--- src/rtl/core/pabct_pkg.sv ---
// Package for the per-address byte counter table: sizes, op codes and the
// command and status types between the controller and the datapath.
// No dependencies.
package pabct_pkg;

    // Table geometry. The address store is split into LANES memories so that
    // one row of LANES addresses is compared in each cycle of the scan.
    localparam int ENTRIES = 64;
    localparam int LANES   = 8;
    localparam int LANE_W  = $clog2(LANES);
    localparam int ROWS    = (ENTRIES + LANES - 1) / LANES;
    localparam int ROW_W   = (ROWS > 1) ? $clog2(ROWS) : 1;
    localparam int SLOTS   = ROWS * LANES;
    localparam int SLOT_W  = ROW_W + LANE_W;

    localparam logic [ROW_W-1:0] LAST_ROW = ROW_W'(ROWS - 1);

    // Payload widths.
    localparam int OP_W    = 2;
    localparam int ADDR_W  = 32;
    localparam int COUNT_W = 16;
    localparam int TOTAL_W = 64;

    typedef logic [OP_W-1:0] t_op;

    localparam t_op OP_ADD    = 2'd0;
    localparam t_op OP_LOOKUP = 2'd1;
    localparam t_op OP_DELETE = 2'd2;

    // Commands from the controller to the datapath.
    typedef struct packed {
        logic load;    // latch the incoming transaction and restart the scan
        logic scan;    // row scan of the address memories in progress
        logic commit;  // update the table and load the result register
    } t_ctl_cmd;

    // Status from the datapath to the controller.
    typedef struct packed {
        logic scan_done;  // last row is being compared in this cycle
        logic out_busy;   // result register holds a result not yet taken
    } t_dp_status;

endpackage

--- src/rtl/core/pabct_ctrl.sv ---
// Controller of the per-address byte counter table: sequences accept, scan,
// byte-total read and commit for one transaction at a time.
// Depends on pabct_pkg.
module pabct_ctrl import pabct_pkg::*; (
    input  logic       i_clk,
    input  logic       i_rst_n,
    input  logic       i_in_valid,
    output logic       o_in_ready,
    input  t_dp_status i_status,
    output t_ctl_cmd   o_cmd
);

    localparam logic [1:0] S_IDLE = 2'd0;
    localparam logic [1:0] S_SCAN = 2'd1;
    localparam logic [1:0] S_READ = 2'd2;
    localparam logic [1:0] S_FIN  = 2'd3;

    logic [1:0] r_state;
    logic [1:0] n_state;

    always_comb begin
        n_state = r_state;
        case (r_state)
            S_IDLE: begin
                if (i_in_valid) begin
                    n_state = S_SCAN;
                end
            end
            S_SCAN: begin
                if (i_status.scan_done) begin
                    n_state = S_READ;
                end
            end
            S_READ: begin
                n_state = S_FIN;
            end
            S_FIN: begin
                if (!i_status.out_busy) begin
                    n_state = S_IDLE;
                end
            end
            default: begin
                n_state = S_IDLE;
            end
        endcase
    end

    always_ff @(posedge i_clk) begin
        if (!i_rst_n) begin
            r_state <= S_IDLE;
        end else begin
            r_state <= n_state;
        end
    end

    assign o_in_ready   = (r_state == S_IDLE);
    assign o_cmd.load   = (r_state == S_IDLE) && i_in_valid;
    assign o_cmd.scan   = (r_state == S_SCAN);
    assign o_cmd.commit = (r_state == S_FIN) && !i_status.out_busy;

endmodule

--- config.mk ---
export PLATFORM = sky130hd
export DESIGN_NAME = pabct_ctrl
export DESIGN_NICKNAME = d
export VERILOG_FILES = /design/src/rtl/core/pabct_pkg.sv /design/src/rtl/core/pabct_ctrl.sv
export SDC_FILE = /design/constraint.sdc
export NUM_CORES = 1
export LEC_CHECK = 0
export ABC_AREA = 1
export BUFFER_PORTS_ARGS = -buffer_cell sky130_fd_sc_hd__buf_2
export CORE_AREA = 3 3 40 42
export DETAILED_ROUTE_END_ITERATION = 6
export DIE_AREA = 0 0 43 45
export PLACE_DENSITY = 0.35
export SYNTH_ARGS = -nofsm -noshare
export SYNTH_HDL_FRONTEND = slang
export SYNTH_SLANG_ARGS = --single-unit
--- constraint.sdc ---
create_clock -name i_clk -period 1.2 [get_ports i_clk]
set_input_delay 0 -clock i_clk [delete_from_list [all_inputs] [get_ports i_clk]]
set_output_delay 0 -clock i_clk [all_outputs]
set_load 0.01 [all_outputs]
==> out/qor.csv <==
stage,metric,value,unit
final_layout,max FFs per register,2,
logic_synthesis,Synth Instances,27,
logic_synthesis,Unique masters post-synth,7,
grt,largest net degree at the start of global routing,5,
power,maximum vdd ir drop,0.810,mV
placement,Place WS,80.1,ps
worst_setup_path,type of the worst setup path,reg2reg,
placement,Placer Congestion,0.625,
final_layout,Seq. cell area,40.0,um^2
final_layout,multi-input logic area,135,um^2
sta,final setup TNS,0,ps
detailed_routing,WL/cell,6.80,um
worst_setup_path,crit path DAT,1190,ps
clock_tree,"Clk Latency, worst-skew pair",220,ps
sta,Worst Tran Pin Value,99.7,ps
final_layout,Final Instance Area,294,um^2
clock_tree,Clock transition at path regs,30,ps
grt,total grt overflow,0,
die,I/O pin cnt,9,
detailed_routing,DRT antenna net count,0,
grt,initial antenna violation count,0,
final_layout,Top Registers,r_state: 2 flops,
clock_tree,Clock Path Buffers,2,
clock_tree,CTS Root Cell,clkbuf_4,
sta,period utilisation layout,0.897,
final_layout,"commonest non-fill, non-tap cells in the layout","buf_2 (8), nand2_1 (6), inv_1 (5)",
final_layout,Largest Register,r_state,
grt,vias in the first global route,162,
power,Cell Int Power,409,uW
die,Die X-Extent,43,um
worst_hold_path,hold path cells,3,
final_layout,"commonest non-fill, non-tap cell in the layout",buf_2,
detailed_routing,final wirelength,374,um
worst_setup_path,Startpoint Class,flip-flop,
detailed_routing,drt via density,3.44,
die,die area,1940,um^2
power,Seq pwr share,0.165,
clock_tree,Num CTS Buffers,3,
die,core area,1280,um^2
sta,skew final,3.41,ps
worst_setup_path,CP Data Required Time,1310,ps
grt,first-pass GRT wire length,641,um
worst_setup_path,Critical Path Fanout Max,4,
final_layout,Layout fillers,143,
power,Leakage,0.000168,uW
placement,IO buf count,8,
worst_setup_path,Setup crit end kind,flip-flop,
detailed_routing,TritonRoute pass-1 iters,2,
final_layout,"Core Util, Final",0.229,
worst_hold_path,Worst Hold Class,in2reg,
sta,Fin. Hold Viols,0,
outcome,status,"finished, final reports clean",
detailed_routing,routed vias,189,
power,sw power,284,uW
logic_synthesis,register area share after synthesis,0.225,
die,FP Rows,13,
sta,Final setup viols,0,
sta,Slew HR,0.933,
clock_tree,setup bufs post-CTS,0,
logic_synthesis,Mapped Nets,36,
final_layout,nets,51,
detailed_routing,# DRC,0,
logic_synthesis,Synth warnings,0,
logic_synthesis,Post-Syn Area,178,um^2
sta,Slew Limit Fails,0,
sta,Max Freq,930,MHz
flow_run,MaxCap Viol Count,0,
final_layout,antenna cells,0,
final_layout,P&R area growth vs syn,65.5,%
logic_synthesis,Synth Register Bits,2,
final_layout,fraction of layout cells with a size suffix above 1,0.500,
grt,gr usage total,0.0466,
clock_tree,CTS sink count,2,
sta,Final WS setup,124,ps
power,Switching Share,0.410,
placement,placed inst area,251,um^2
die,Initial Util,0.138,
sta,min Tclk post-route,1080,ps
power,Comb power frac,0.625,
worst_setup_path,r2r worst-path depth,5,
power,clock network power share,0.211,
detailed_routing,DRT iter0 DRCs,2,
logic_synthesis,syn avg cell area,6.58,um^2
die,die height,45,um
clock_tree,H-tree levels,1,
clock_tree,TritonCTS clock tree,done,
power,total power per unit cell area,2360,nW/um^2
-- cell type report --
class,instances,area share
flip-flops and latches,2,0.136
well taps,15,0.0638
multi-input cells,19,0.460
inverters,6,0.0766
clock buffers,3,0.0766
repair buffers,10,0.187
-- power groups by stage --
stage	clock, uW	sequential (uW)	combinational (uW)
6_report	146	114	433
5_1_grt	160	121	508
4_1_cts	157	111	388
3_5_place_dp	0	112	388
3_3_place_gp	0	114	392
2_1_floorplan	0	120	244
-- critical path, stage by stage (launching register included) --
cell     delay, ps
dfxtp_1        330
inv_2           60
ha_2           190
or2_0          230
nor2_2         120
nor2_1          40
-- Yosys cell counts --
cell type / instances / area, um^2
or2_0: 1 / 6.26
inv_1: 6 / 22.5
dfxtp_1: 2 / 40.0
nand3_2: 1 / 10.0
nand2_1: 8 / 30.0
ha_1: 4 / 50.1
nor2_1: 5 / 18.8
-- metal layers --
metal	vias up	GRT usage	wire (um)
met1	75	0.0528	191
met5	-	0	0
met3	0	0.0120	44
met4	0	0.0542	0
met2	9	0.0659	137
li1	105	-	-
-- what timing repair did --
item,4_1_cts,5_1_grt
hold buffers,0,0
endpoints found under the setup margin,0,2
gates resized for setup,0,7
hold endpoints to repair,0,0
-- through the flow --
stage,hold slack [ps],power (uW),cells
finish,19.1,693,55
detailed placement,244,500,52
floorplan,47.5,363,27
global placement,245,506,52
global route,18.3,789,55
CTS,9.84,656,55
-- final timing paths --
path	to	slack, ps	start
worst max-delay path	r_state[0]$_SDFFE_PN0P_	120	r_state[1]$_SDFFE_PN0P_
worst min-delay path	r_state[1]$_SDFFE_PN0P_	20	i_rst_n
worst max register to register	r_state[0]$_SDFFE_PN0P_	120	r_state[1]$_SDFFE_PN0P_
worst min register to register	r_state[1]$_SDFFE_PN0P_	560	r_state[1]$_SDFFE_PN0P_
-- kinds of logic after synthesis --
kind of cell	synth area share
flip-flops	0.225
buffers and inverters	0.127
adder cells (fa/ha/maj)	0.282
AND/OR/NAND/NOR	0.366
Power figures use the tool's default switching activity.
